## src/aclp_pkg.sv

```systemverilog
// package for the ascii command line parser
// constants, phase codes and command kinds; no dependencies
package aclp_pkg;

  localparam int MaxLineChars = 32;
  localparam int PosW = $clog2(MaxLineChars + 1);

  localparam logic [7:0] ChCr    = 8'h0D;
  localparam logic [7:0] ChLf    = 8'h0A;
  localparam logic [7:0] ChNul   = 8'h00;
  localparam logic [7:0] ChM     = 8'h4D;
  localparam logic [7:0] ChV     = 8'h56;
  localparam logic [7:0] ChP     = 8'h50;
  localparam logic [7:0] ChI     = 8'h49;
  localparam logic [7:0] ChD     = 8'h44;
  localparam logic [7:0] ChG     = 8'h47;
  localparam logic [7:0] ChR     = 8'h52;
  localparam logic [7:0] ChComma = 8'h2C;
  localparam logic [7:0] ChZero  = 8'h30;
  localparam logic [7:0] ChOne   = 8'h31;
  localparam logic [7:0] ChPlus  = 8'h2B;
  localparam logic [7:0] ChMinus = 8'h2D;
  localparam logic [7:0] ChDot   = 8'h2E;

  localparam logic [3:0] PhStart   = 4'd0;
  localparam logic [3:0] PhFixed   = 4'd1;
  localparam logic [3:0] PhMWant   = 4'd2;
  localparam logic [3:0] PhVlFirst = 4'd3;
  localparam logic [3:0] PhVlWs    = 4'd4;
  localparam logic [3:0] PhVlNum   = 4'd5;
  localparam logic [3:0] PhVrWs    = 4'd6;
  localparam logic [3:0] PhVrNum   = 4'd7;
  localparam logic [3:0] PhRWs     = 4'd8;
  localparam logic [3:0] PhRNum    = 4'd9;
  localparam logic [3:0] PhCFirst  = 4'd10;
  localparam logic [3:0] PhCWs     = 4'd11;
  localparam logic [3:0] PhCInt    = 4'd12;
  localparam logic [3:0] PhCFrac   = 4'd13;

  localparam logic [2:0] KindMode    = 3'd0;
  localparam logic [2:0] KindSpeed   = 3'd1;
  localparam logic [2:0] KindCoef    = 3'd2;
  localparam logic [2:0] KindGet     = 3'd3;
  localparam logic [2:0] KindRate    = 3'd4;
  localparam logic [2:0] KindInvalid = 3'd5;

  localparam logic [0:0] RegFloor = 1'd0;
  localparam logic [0:0] RegCeil  = 1'd1;

  typedef struct packed {
    logic [7:0] rx_byte;
  } in_word_t;

  typedef struct packed {
    logic [2:0]         cmd_kind;
    logic               drive_mode;
    logic signed [15:0] left_speed;
    logic signed [15:0] right_speed;
    logic [1:0]         gain_select;
    logic signed [31:0] gain_mantissa;
    logic [4:0]         gain_decimals;
    logic [15:0]        rate_ms;
  } out_word_t;

  // mag * 10 + digit, saturating at cap
  function automatic logic [31:0] push_digit(input logic [31:0] mag,
                                             input logic [7:0] c,
                                             input logic [31:0] cap);
    logic [35:0] t;
    t = {1'b0, mag, 3'b000} + {3'b000, mag, 1'b0} + {32'd0, c[3:0]};
    return (t > {4'd0, cap}) ? cap : t[31:0];
  endfunction

endpackage

```

## src/aclp_if.sv

```systemverilog
// valid/ready channel carrying one word
// depends on nothing
interface aclp_if #(type T = logic [7:0]);
  logic valid;
  logic ready;
  T     data;
  modport source (output valid, output data, input ready);
  modport sink (input valid, input data, output ready);
endinterface

```

## src/aclp_core.sv

```systemverilog
// per-byte parse state machine and line result builder
// depends on aclp_pkg
module aclp_core (
  input  logic                    clk,
  input  logic                    rst,
  input  logic                    step,
  input  logic [7:0]              c,
  input  logic signed [15:0]      speed_floor,
  input  logic signed [15:0]      speed_ceiling,
  output logic                    res_valid,
  output aclp_pkg::out_word_t     res
);
  import aclp_pkg::*;

  logic [PosW-1:0]    line_position;
  logic [7:0]         header_char;
  logic [3:0]         parse_phase;
  logic               text_ended;
  logic [31:0]        number_magnitude;
  logic               number_negative;
  logic               digits_seen;
  logic [15:0]        held_left_speed;
  logic [4:0]         fraction_count;
  logic [2:0]         line_verdict;

  logic [PosW-1:0]    line_position_next;
  logic [7:0]         header_char_next;
  logic [3:0]         parse_phase_next;
  logic               text_ended_next;
  logic [31:0]        number_magnitude_next;
  logic               number_negative_next;
  logic               digits_seen_next;
  logic [15:0]        held_left_speed_next;
  logic [4:0]         fraction_count_next;
  logic [2:0]         line_verdict_next;

  logic               is_blank, is_digit, is_sign;
  logic [31:0]        push_full, push_half;
  logic [35:0]        frac_t;
  logic [15:0]        limited;
  logic signed [33:0] sval;
  logic [2:0]         kind;
  logic               emit;
  out_word_t          res_next;

  assign is_blank = (c == 8'h20) || (c == 8'h09) || (c == 8'h0B) || (c == 8'h0C);
  assign is_digit = (c >= ChZero) && (c <= 8'h39);
  assign is_sign  = (c == ChPlus) || (c == ChMinus);
  assign push_full = push_digit(number_magnitude, c, 32'hFFFF_FFFF);
  assign push_half = push_digit(number_magnitude, c, 32'h7FFF_FFFF);
  assign frac_t = {1'b0, number_magnitude, 3'b000} + {3'b000, number_magnitude, 1'b0}
                + {32'd0, c[3:0]};

  // clamp of the current number to the configured range
  always_comb begin
    sval = number_negative ? -$signed({2'b00, number_magnitude})
                           : $signed({2'b00, number_magnitude});
    if (sval < 34'(speed_floor)) limited = speed_floor;
    else if (sval > 34'(speed_ceiling)) limited = speed_ceiling;
    else limited = sval[15:0];
  end

  // next state for one byte
  always_comb begin
    line_position_next    = line_position;
    header_char_next      = header_char;
    parse_phase_next      = parse_phase;
    text_ended_next       = text_ended;
    number_magnitude_next = number_magnitude;
    number_negative_next  = number_negative;
    digits_seen_next      = digits_seen;
    held_left_speed_next  = held_left_speed;
    fraction_count_next   = fraction_count;
    line_verdict_next     = line_verdict;
    if (c == ChLf) begin
      line_position_next    = '0;
      header_char_next      = '0;
      parse_phase_next      = PhStart;
      text_ended_next       = 1'b0;
      number_magnitude_next = '0;
      number_negative_next  = 1'b0;
      digits_seen_next      = 1'b0;
      held_left_speed_next  = '0;
      fraction_count_next   = '0;
      line_verdict_next     = '0;
    end else if (c != ChCr && line_position < PosW'(MaxLineChars)) begin
      line_position_next = line_position + 1'b1;
      if (text_ended || c == ChNul) begin
        text_ended_next = 1'b1;
      end else begin
        case (parse_phase)
          PhStart: begin
            header_char_next = c;
            if (c == ChM) parse_phase_next = PhMWant;
            else if (c == ChV) parse_phase_next = PhVlFirst;
            else if (c == ChP || c == ChI || c == ChD) parse_phase_next = PhCFirst;
            else if (c == ChR) parse_phase_next = PhRWs;
            else begin
              parse_phase_next  = PhFixed;
              line_verdict_next = (c == ChG) ? KindGet : KindInvalid;
            end
          end
          PhMWant: begin
            parse_phase_next = PhFixed;
            if (c == ChZero || c == ChOne) begin
              number_magnitude_next = {31'd0, c[0]};
              line_verdict_next     = KindMode;
            end else begin
              line_verdict_next = KindInvalid;
            end
          end
          PhVlFirst, PhVlWs, PhVrWs, PhRWs: begin
            if (parse_phase == PhVlFirst && c == ChComma) begin
              held_left_speed_next  = limited;
              number_magnitude_next = '0;
              number_negative_next  = 1'b0;
              digits_seen_next      = 1'b0;
              fraction_count_next   = '0;
              parse_phase_next      = PhVrWs;
            end else begin
              if (parse_phase == PhVlFirst) parse_phase_next = PhVlWs;
              if (is_blank) begin
              end else if (is_sign || is_digit) begin
                if (is_sign) number_negative_next = (c == ChMinus);
                else begin
                  number_magnitude_next = push_full;
                  digits_seen_next      = 1'b1;
                end
                parse_phase_next = (parse_phase == PhRWs) ? PhRNum :
                                   (parse_phase == PhVrWs) ? PhVrNum : PhVlNum;
              end else begin
                parse_phase_next  = PhFixed;
                line_verdict_next = KindInvalid;
              end
            end
          end
          PhVlNum: begin
            if (is_digit) begin
              number_magnitude_next = push_full;
              digits_seen_next      = 1'b1;
            end else if (c == ChComma && digits_seen) begin
              held_left_speed_next  = limited;
              number_magnitude_next = '0;
              number_negative_next  = 1'b0;
              digits_seen_next      = 1'b0;
              fraction_count_next   = '0;
              parse_phase_next      = PhVrWs;
            end else begin
              parse_phase_next  = PhFixed;
              line_verdict_next = KindInvalid;
            end
          end
          PhVrNum, PhRNum: begin
            if (is_digit) begin
              number_magnitude_next = push_full;
              digits_seen_next      = 1'b1;
            end else begin
              parse_phase_next  = PhFixed;
              line_verdict_next = !digits_seen ? KindInvalid :
                                  (parse_phase == PhVrNum) ? KindSpeed : KindRate;
            end
          end
          PhCFirst, PhCWs: begin
            parse_phase_next = PhCWs;
            if (is_blank) begin
            end else if (is_sign) begin
              number_negative_next = (c == ChMinus);
              parse_phase_next     = PhCInt;
            end else if (is_digit) begin
              number_magnitude_next = push_half;
              parse_phase_next      = PhCInt;
            end else if (c == ChDot) begin
              parse_phase_next = PhCFrac;
            end else begin
              parse_phase_next  = PhFixed;
              line_verdict_next = KindCoef;
            end
          end
          PhCInt: begin
            if (is_digit) number_magnitude_next = push_half;
            else if (c == ChDot) parse_phase_next = PhCFrac;
            else begin
              parse_phase_next  = PhFixed;
              line_verdict_next = KindCoef;
            end
          end
          PhCFrac: begin
            if (is_digit) begin
              if (fraction_count < 5'd31 && frac_t <= 36'h0_7FFF_FFFF) begin
                number_magnitude_next = frac_t[31:0];
                fraction_count_next   = fraction_count + 1'b1;
              end
            end else begin
              parse_phase_next  = PhFixed;
              line_verdict_next = KindCoef;
            end
          end
          default: begin
          end
        endcase
      end
    end
  end

  // result of a closing line
  always_comb begin
    emit = 1'b1;
    case (parse_phase)
      PhStart: begin
        emit = 1'b0;
        kind = KindInvalid;
      end
      PhFixed: kind = line_verdict;
      PhVrNum: kind = digits_seen ? KindSpeed : KindInvalid;
      PhRNum:  kind = digits_seen ? KindRate : KindInvalid;
      PhCWs, PhCInt, PhCFrac: kind = KindCoef;
      default: kind = KindInvalid;
    endcase
    res_next = '0;
    res_next.cmd_kind = kind;
    if (kind == KindMode) res_next.drive_mode = number_magnitude[0];
    if (kind == KindSpeed) begin
      res_next.left_speed  = held_left_speed;
      res_next.right_speed = limited;
    end
    if (kind == KindCoef) begin
      res_next.gain_select   = (header_char == ChP) ? 2'd0 : (header_char == ChI) ? 2'd1 : 2'd2;
      res_next.gain_mantissa = number_negative ? -number_magnitude : number_magnitude;
      res_next.gain_decimals = fraction_count;
    end
    if (kind == KindRate) res_next.rate_ms = number_negative ? 16'd0 : number_magnitude[15:0];
  end

  // parse state and result register
  always_ff @(posedge clk) begin
    if (rst) begin
      line_position    <= '0;
      header_char      <= '0;
      parse_phase      <= PhStart;
      text_ended       <= 1'b0;
      number_magnitude <= '0;
      number_negative  <= 1'b0;
      digits_seen      <= 1'b0;
      held_left_speed  <= '0;
      fraction_count   <= '0;
      line_verdict     <= '0;
      res_valid        <= 1'b0;
    end else if (step) begin
      line_position    <= line_position_next;
      header_char      <= header_char_next;
      parse_phase      <= parse_phase_next;
      text_ended       <= text_ended_next;
      number_magnitude <= number_magnitude_next;
      number_negative  <= number_negative_next;
      digits_seen      <= digits_seen_next;
      held_left_speed  <= held_left_speed_next;
      fraction_count   <= fraction_count_next;
      line_verdict     <= line_verdict_next;
      res_valid        <= (c == ChLf) && emit;
    end else begin
      res_valid <= 1'b0;
    end
  end

  always_ff @(posedge clk) begin
    if (step) res <= res_next;
  end

`ifndef SYNTH
  a_pos_bound: assert property (@(posedge clk) disable iff (rst)
    line_position <= PosW'(MaxLineChars)) else $error("line position past limit");
  a_lf_clears: assert property (@(posedge clk) disable iff (rst)
    step && c == ChLf |=> parse_phase == PhStart && line_position == '0)
    else $error("line state not cleared on lf");
  a_res_only_lf: assert property (@(posedge clk) disable iff (rst)
    !(step && c == ChLf) |=> !res_valid) else $error("result without lf");
  a_frac_bound: assert property (@(posedge clk) disable iff (rst)
    fraction_count != 5'd0 |-> parse_phase == PhCFrac || parse_phase == PhFixed)
    else $error("fraction count outside coefficient");
`endif
endmodule

```

## src/ascii_command_line_parser.sv

```systemverilog
// top level of the ascii command line parser
// depends on aclp_pkg, aclp_if and aclp_core
//
//  channel   dir   word                    handshake
//  in_ch     in    rx_byte (8)             valid/ready
//  out_ch    out   command fields          valid/ready
//  cfg       in    index (1), data (16)    write enable
//
// one byte per cycle while input ready is high; a result passes the core result register,
// then the output queue, after the lf that closes its line is taken. synchronous reset
// clears the line state and sets floor -255, ceiling 255. a two-entry queue on the
// output holds results; input ready drops while both entries are full, or while
// one is full and a new result is landing.
module ascii_command_line_parser (
  input  logic        clk,
  input  logic        rst,
  aclp_if.sink        in_ch,
  aclp_if.source      out_ch,
  input  logic        cfg_we,
  input  logic [0:0]  cfg_index,
  input  logic [15:0] cfg_data
);
  import aclp_pkg::*;

  logic signed [15:0] speed_floor;
  logic signed [15:0] speed_ceiling;
  logic               step;
  logic               res_valid;
  out_word_t          res;
  out_word_t          buf0, buf1;
  logic [1:0]         count;
  logic               pop;

  // configuration registers
  always_ff @(posedge clk) begin
    if (rst) begin
      speed_floor   <= -16'sd255;
      speed_ceiling <= 16'sd255;
    end else if (cfg_we) begin
      case (cfg_index)
        RegFloor: speed_floor   <= cfg_data;
        RegCeil:  speed_ceiling <= cfg_data;
        default: begin
        end
      endcase
    end
  end

  // a result can land while two are queued only if ready was high, so keep room
  assign in_ch.ready = (count == 2'd0) || (count == 2'd1) && !res_valid;
  assign step = in_ch.valid && in_ch.ready;

  aclp_core u_core (
    .clk           (clk),
    .rst           (rst),
    .step          (step),
    .c             (in_ch.data.rx_byte),
    .speed_floor   (speed_floor),
    .speed_ceiling (speed_ceiling),
    .res_valid     (res_valid),
    .res           (res)
  );

  // two-word output queue
  assign out_ch.valid = count != 2'd0;
  assign out_ch.data  = buf0;
  assign pop = out_ch.valid && out_ch.ready;

  always_ff @(posedge clk) begin
    if (rst) count <= '0;
    else count <= count + {1'b0, res_valid} - {1'b0, pop};
  end

  always_ff @(posedge clk) begin
    if (pop) begin
      buf0 <= (count == 2'd2) ? buf1 : res;
      if (res_valid) buf1 <= res;
    end else if (res_valid) begin
      if (count == 2'd0) buf0 <= res;
      else buf1 <= res;
    end
  end

`ifndef SYNTH
  a_no_overflow: assert property (@(posedge clk) disable iff (rst)
    count <= 2'd2) else $error("output queue overflow");
  a_full_blocks: assert property (@(posedge clk) disable iff (rst)
    count == 2'd2 |-> !in_ch.ready) else $error("input taken with queue full");
  a_ready_room: assert property (@(posedge clk) disable iff (rst)
    in_ch.ready |-> count + {1'b0, res_valid} <= 2'd1) else $error("no room behind ready");
`endif
endmodule

```

## src/flat_wrapper.sv

```systemverilog
// flat-port wrapper written by rule: the top's interface ports become plain ports
module ascii_command_line_parser_flat import aclp_pkg::*;
  (clk, rst, cfg_we, cfg_index, cfg_data, in_ch_valid, in_ch_data, in_ch_ready, out_ch_valid, out_ch_data, out_ch_ready);
  aclp_if #(.T(in_word_t)) in_ch_i ();
  aclp_if #(.T(out_word_t)) out_ch_i ();
  input  logic clk;
  input  logic rst;
  input  logic cfg_we;
  input  logic [0:0] cfg_index;
  input  logic [15:0] cfg_data;
  input wire logic [$bits(in_ch_i.valid)-1:0] in_ch_valid;
  input wire logic [$bits(in_ch_i.data)-1:0] in_ch_data;
  output wire logic [$bits(in_ch_i.ready)-1:0] in_ch_ready;
  output wire logic [$bits(out_ch_i.valid)-1:0] out_ch_valid;
  output wire logic [$bits(out_ch_i.data)-1:0] out_ch_data;
  input wire logic [$bits(out_ch_i.ready)-1:0] out_ch_ready;
  assign in_ch_i.valid = in_ch_valid;
  assign in_ch_i.data = in_ch_data;
  assign in_ch_ready = in_ch_i.ready;
  assign out_ch_valid = out_ch_i.valid;
  assign out_ch_data = out_ch_i.data;
  assign out_ch_i.ready = out_ch_ready;
  ascii_command_line_parser u_core (.clk(clk), .rst(rst), .in_ch(in_ch_i), .out_ch(out_ch_i), .cfg_we(cfg_we), .cfg_index(cfg_index), .cfg_data(cfg_data));
endmodule
```

## config.mk

```make
export PLATFORM = sky130hd
export DESIGN_NAME = ascii_command_line_parser_flat
export DESIGN_NICKNAME = d
export VERILOG_FILES = /design/src/aclp_pkg.sv /design/src/aclp_if.sv /design/src/aclp_core.sv /design/src/ascii_command_line_parser.sv /design/src/flat_wrapper.sv
export SDC_FILE = /design/constraint.sdc
export NUM_CORES = 1
export LEC_CHECK = 0
export ABC_CLOCK_PERIOD_IN_PS = 6000
export BUFFER_PORTS_ARGS = -buffer_cell sky130_fd_sc_hd__clkbuf_2
export CORE_MARGIN = 10
export CORE_UTILIZATION = 49
export CTS_CLUSTER_DIAMETER = 40
export CTS_CLUSTER_SIZE = 30
export DETAILED_ROUTE_END_ITERATION = 6
export PLACE_DENSITY = 0.67
export SYNTH_ARGS = -nofsm -noshare
export SYNTH_HDL_FRONTEND = slang
export SYNTH_SLANG_ARGS = --single-unit
```

## constraint.sdc

```tcl
create_clock -name clk -period 6 [get_ports clk]
set_input_delay 0.6 -clock clk [delete_from_list [all_inputs] [get_ports clk]]
set_output_delay 0.6 -clock clk [all_outputs]
set_load 0.02 [all_outputs]
```

==> impl_results.html <==
<table>
<tr><th>Metric</th><th>Value</th></tr>
<tr><th colspan="2">Synth</th></tr>
<tr><td>Count of synthesis-stage warnings from yosys</td><td>0</td></tr>
<tr><td>Main synth FF type</td><td>sky130_fd_sc_hd__edfxtp_1</td></tr>
<tr><td>Count of flip-flops with a built-in enable after synthesis</td><td>273</td></tr>
<tr><td>Unique masters post-synth</td><td>80</td></tr>
<tr><td>Post-synthesis instance total</td><td>1796</td></tr>
<tr><td>Post-Syn Area per Cell</td><td>approximately 11 um2</td></tr>
<tr><td>Total of flip-flops plus latches after synthesis</td><td>a little under 400</td></tr>
<tr><td>Sequential share of the synthesized area</td><td>52.0%</td></tr>
<tr><td>Total nets after synthesis</td><td>between 1500 and 2000</td></tr>
<tr><td>Post-synth design cell area</td><td>about 20000 um2</td></tr>
<tr><td>Share of synthesized registers carrying an async set or reset</td><td>0%</td></tr>
<tr><th colspan="2">Critical path</th></tr>
<tr><td>CP startpoint</td><td>u_core.u_core.number_magnitude[6]</td></tr>
<tr><td>Critical-path top delay cell</td><td>sky130_fd_sc_hd__or4_1</td></tr>
<tr><td>Type of the worst setup path</td><td>flip-flop to flip-flop</td></tr>
<tr><td>Critical Path Sink Type</td><td>flip-flop</td></tr>
<tr><td>Sort of element at the start of the critical path</td><td>flip-flop</td></tr>
<tr><td>Origin of the critical flop-to-flop path</td><td>u_core.u_core.number_magnitude[6]</td></tr>
<tr><td>Most used cell along the critical path</td><td>sky130_fd_sc_hd__a21o_1</td></tr>
<tr><td>Max FO, Critical Path</td><td>16</td></tr>
<tr><td>Signal arrival time at the worst endpoint</td><td>~5.7 ns</td></tr>
<tr><td>Required time worst endpoint</td><td>approximately 6.3 ns</td></tr>
<tr><td>Cell breakdown of the critical path</td><td>or4_1, nor4_1, nand2_1, or3_1, or2_1, o31ai_1, xnor2_1, ha_1, a21o_1, a21o_1, a21oi_1, o211ai_1, a211oi_1, o21bai_1, o41ai_1, a21o_1, buf_4, mux2i_1, o21ai_0</td></tr>
<tr><td>Crit-path max cell delay</td><td>0.62 ns</td></tr>
<tr><th colspan="2">Timing</th></tr>
<tr><td>Min cycle time layout</td><td>between 5 and 6 ns</td></tr>
<tr><td>Sum Neg Setup Slack</td><td>0 ns</td></tr>
<tr><td>Worst slew margin</td><td>a little under a quarter</td></tr>
<tr><td>Top achievable clock speed</td><td>between 150 and 200 MHz</td></tr>
<tr><td>Setup WS post-layout</td><td>between 0.6 and 0.7 ns</td></tr>
<tr><td>Fin Clk Skew</td><td>roughly 0.033 ns</td></tr>
<tr><td>Transition time of the tightest slew-check pin</td><td>around 1.1 ns</td></tr>
<tr><td>Final-report max-slew violation count</td><td>0</td></tr>
<tr><td>Count of endpoints failing setup in the final report</td><td>0</td></tr>
<tr><td>Setup repair after global routing missed its margin</td><td>no</td></tr>
<tr><td>Post-route clock period utilization</td><td>between 80% and 90%</td></tr>
<tr><td>Hold Vio Cnt, Final</td><td>0</td></tr>
<tr><th colspan="2">Die</th></tr>
<tr><td>DIE AREA</td><td>a little under 50000 um2</td></tr>
<tr><td>Initial Util</td><td>a little under 50%</td></tr>
<tr><td>Count of standard-cell rows</td><td>74</td></tr>
<tr><td>Area of the placeable core</td><td>slightly above 40000 um2</td></tr>
<tr><td>Count of pins on the block boundary</td><td>about 120</td></tr>
<tr><td>Overall die height</td><td>around 220 um</td></tr>
<tr><td>Die Width</td><td>around 220 um</td></tr>
<tr><th colspan="2">Routing</th></tr>
<tr><td>Drt wl/cell</td><td>approximately 20 um</td></tr>
<tr><td>Via-per-instance ratio</td><td>between 5 and 6</td></tr>
<tr><td>DRT Pass-1 Iters</td><td>5</td></tr>
<tr><td>Remaining antenna violation count</td><td>0</td></tr>
<tr><td>Sum of routed wire length over all layers</td><td>approximately 50 mm</td></tr>
<tr><td>1st-iter DRT viols</td><td>1365</td></tr>
<tr><td>DRC violation count after routing</td><td>0</td></tr>
<tr><td>Routed vias</td><td>about 14000</td></tr>
<tr><th colspan="2">Cells and area</th></tr>
<tr><td>Antenna Cells</td><td>0</td></tr>
<tr><td>Register Area</td><td>between 10000 and 15000 um2</td></tr>
<tr><td>Final nets</td><td>approximately 2100</td></tr>
<tr><td>Area growth, synth to finish</td><td>15.1%</td></tr>
<tr><td>Fillers</td><td>around 3400</td></tr>
<tr><td>Share of post-route cells with drive strength above 1</td><td>19.0%</td></tr>
<tr><td>Area taken by multi-input logic gates</td><td>9050 um2</td></tr>
<tr><th colspan="2">Hold path</th></tr>
<tr><td>Critical hold path startpoint</td><td>cfg_data[6]</td></tr>
<tr><td>Type of the worst min-delay path</td><td>primary input to flip-flop</td></tr>
<tr><th colspan="2">Clock network</th></tr>
<tr><td>Cell at the root of the clock tree</td><td>sky130_fd_sc_hd__clkbuf_16</td></tr>
<tr><td>Clock slew seen by the registers of the worst setup and hold paths</td><td>0.07 ns</td></tr>
<tr><td>Max Root-Sink Buffers</td><td>3</td></tr>
<tr><td>Later-pin clock latency in the skew report</td><td>0.60 ns</td></tr>
<tr><td>Maximum level of the CTS H-tree</td><td>2</td></tr>
<tr><td>Hold buffers post-CTS</td><td>0</td></tr>
<tr><td>Number of CTS-inserted buffers</td><td>53</td></tr>
<tr><td>Clock tree from TritonCTS</td><td>built</td></tr>
<tr><td>Number of clock sinks</td><td>slightly below 400</td></tr>
<tr><td>Setup Fix Bufs, Post-CTS</td><td>0</td></tr>
<tr><td>Number of cells upsized or downsized after cts</td><td>0</td></tr>
<tr><th colspan="2">Global routing</th></tr>
<tr><td>Maximum number of pins on one net before global-route repair</td><td>between 70 and 80</td></tr>
<tr><td>Overall fraction of global-route tracks in use</td><td>approximately 20%</td></tr>
<tr><td>Aggregate global routing overflow</td><td>0</td></tr>
<tr><td>Number of antenna violations at the first check in global routing</td><td>0</td></tr>
<tr><td>Number of global-route vias before repair</td><td>~14000</td></tr>
<tr><td>First-pass GRT wire length</td><td>80.0 mm</td></tr>
<tr><th colspan="2">Placement</th></tr>
<tr><td>Detailed Place HPWL</td><td>approximately 35 mm</td></tr>
<tr><td>Routability Congestion</td><td>slightly above 0.9</td></tr>
<tr><td>IO Port Bufs</td><td>about 120</td></tr>
<tr><td>Place WS</td><td>just under 0.7 ns</td></tr>
<tr><th colspan="2">Power and ir drop</th></tr>
<tr><td>Power density over cell area</td><td>between 300 and 400 nW/um2</td></tr>
<tr><td>LEAKAGE</td><td>~9.4 nW</td></tr>
<tr><td>Worst vdd ir</td><td>just under 0.0002 V</td></tr>
<tr><th colspan="2">Job</th></tr>
<tr><td>Reported max-cap violation count</td><td>0</td></tr>
<tr><th colspan="2">Outcome</th></tr>
<tr><td>Result of the run</td><td>complete, no violations</td></tr>
</table>
==> layout by cell type (no fill, tap or decap), drive strengths merged, types with 13 or more instances in the layout <==
master     n
a21o      46
a21oi    134
a22oi     20
and2      39
buf       30
clkbuf   179
clkinv    18
dfxtp    112
edfxtp   273
ha       135
inv       84
mux2      91
mux2i     23
nand2    155
nand3     25
nand4     33
nor2      92
nor2b     51
nor3      24
nor4      14
o211ai    30
o21ai     91
o2bb2ai   31
o31ai     13
or3       15
xnor2     47
xor2      18
==> state kept, by name, summed over array words and instances (netlist names), 6 cells and up <==
name,flops
u_core.buf1,91
u_core.out_ch.data,91
u_core.u_core.res,91
u_core.u_core.number_magnitude,32
u_core.speed_ceiling,16
u_core.speed_floor,16
u_core.u_core.held_left_speed,16
u_core.u_core.header_char,8
u_core.u_core.line_position,6
==> kinds of logic after synthesis <==
| group | Yosys count | share of synthesized area (%) |
|---|---|---|
| compound gates | 444 | 14.6 |
| simple gates | 495 | 12.5 |
| fa+ha+maj | 137 | 8.62 |
| xor+xnor | 65 | 2.84 |
| mux | 114 | 6.26 |
| flops | 385 | 52.0 |
| buf+inv | 156 | 3.14 |
==> per-stage QoR <==
stage / instances / power (mW) / util, % / hold WS [ns] / instance area [um2]
2_1_floorplan: 1796 / 3.81 / - / 0.420 / 20100
3_3_place_gp: 2392 / 4.09 / 52.3 / 0.426 / 21200
3_5_place_dp: 2392 / 4.11 / 52.3 / 0.432 / 21200
4_1_cts: 2491 / 7.28 / 56.8 / 0.233 / 23100
5_1_grt: 2491 / 7.51 / 56.8 / 0.258 / 23100
6_report: 2491 / 7.22 / 56.8 / 0.251 / 23100
==> final cells by class <==
class / instances / area share (%)
sequential: 385 / 45.2
multi-input combinational: 1255 / 39.2
clock buffer: 57 / 5.90
timing repair buffer: 152 / 3.62
tap: 532 / 2.88
clock inverter: 42 / 2.06
inverter: 68 / 1.11
==> worst paths after layout <==
| path | end | slack, ns | cells after the start |
|---|---|---|---|
| worst max-delay path | u_core.u_core.res[60] | 0.66 | 19 |
| worst min-delay path | u_core.speed_floor[6] | 0.25 | 3 |
| worst min register to register | u_core.buf1[17] | 0.45 | 0 |
| worst max register to register | u_core.u_core.res[60] | 0.66 | 19 |
==> critical path, delay by kind of cell, from the launching register on <==
family | cells | cell delay [ns]
AO/OA/AOI/OAI | 10 | 1.82
XOR/XNOR | 1 | 0.24
adder cells (fa/ha/maj) | 1 | 0.32
buffers and inverters | 1 | 0.30
flip-flops | 1 | 0.39
multiplexers | 1 | 0.27
AND/OR/NAND/NOR | 5 | 1.76
==> cells in the mapped netlist (4+ instances only) <==
library cell                number  area share [%]
sky130_fd_sc_hd__nand2b_1       12            0.37
sky130_fd_sc_hd__o21ai_1         6            0.15
sky130_fd_sc_hd__clkbuf_1       65             1.2
sky130_fd_sc_hd__xor2_1         18            0.79
sky130_fd_sc_hd__a31oi_1        10            0.31
sky130_fd_sc_hd__nor2b_1        50             1.6
sky130_fd_sc_hd__o31ai_1        12            0.45
sky130_fd_sc_hd__xnor2_1        47             2.1
sky130_fd_sc_hd__dfxtp_1       112              11
sky130_fd_sc_hd__o22ai_1         6            0.19
sky130_fd_sc_hd__nand4_1        31            0.97
sky130_fd_sc_hd__or4_1           7            0.26
sky130_fd_sc_hd__a21oi_2         6            0.26
sky130_fd_sc_hd__a22oi_1        20            0.75
sky130_fd_sc_hd__mux2i_1        23             1.1
sky130_fd_sc_hd__buf_1           5           0.094
sky130_fd_sc_hd__o2bb2ai_1      31             1.4
sky130_fd_sc_hd__nor3_1         24            0.60
sky130_fd_sc_hd__o21a_1          9            0.34
sky130_fd_sc_hd__nor2_1         92             1.7
sky130_fd_sc_hd__o41ai_1         8            0.35
sky130_fd_sc_hd__nand2_1       155             2.9
sky130_fd_sc_hd__mux2_2         91             5.1
sky130_fd_sc_hd__inv_1          66             1.2
sky130_fd_sc_hd__a21o_1         46             1.7
sky130_fd_sc_hd__buf_2          14            0.35
sky130_fd_sc_hd__o211ai_1       29             1.1
sky130_fd_sc_hd__nand3b_1        4            0.15
sky130_fd_sc_hd__nand3_1        25            0.62
sky130_fd_sc_hd__o21ai_0        83             2.1
sky130_fd_sc_hd__nor4_1         12            0.37
sky130_fd_sc_hd__or3_1          15            0.47
sky130_fd_sc_hd__edfxtp_1      273              41
sky130_fd_sc_hd__a21oi_1       128             3.2
sky130_fd_sc_hd__and2_1         39             1.2
sky130_fd_sc_hd__a211oi_1        7            0.26
sky130_fd_sc_hd__ha_1          135             8.4
sky130_fd_sc_hd__a211o_1         5            0.22
sky130_fd_sc_hd__and3_1          6            0.19
sky130_fd_sc_hd__or2_2           5            0.16
sky130_fd_sc_hd__o41a_1          4            0.22
==> power by group <==
group | internal, mW | total [mW] | switching (mW)
clock | 1.85 | 3.17 | 1.31
sequential | 3.05 | 3.15 | 0.104
combinational | 0.324 | 0.901 | 0.577
total | 5.22 | 7.22 | 1.99
==> routing by layer <==
| layer | part of all wire [%] | wire, um | vias to the layer above | GRT usage (%) |
|---|---|---|---|---|
| met5 | 0 | 0 | - | 0 |
| met4 | 3.1 | 1530 | 0 | 7.41 |
| met2 | 46 | 23100 | 401 | 31.7 |
| met3 | 6.0 | 3010 | 107 | 3.85 |
| met1 | 45 | 22200 | 6973 | 26.1 |
| li1 | - | - | 6950 | - |
Power figures use the tool's default switching activity.
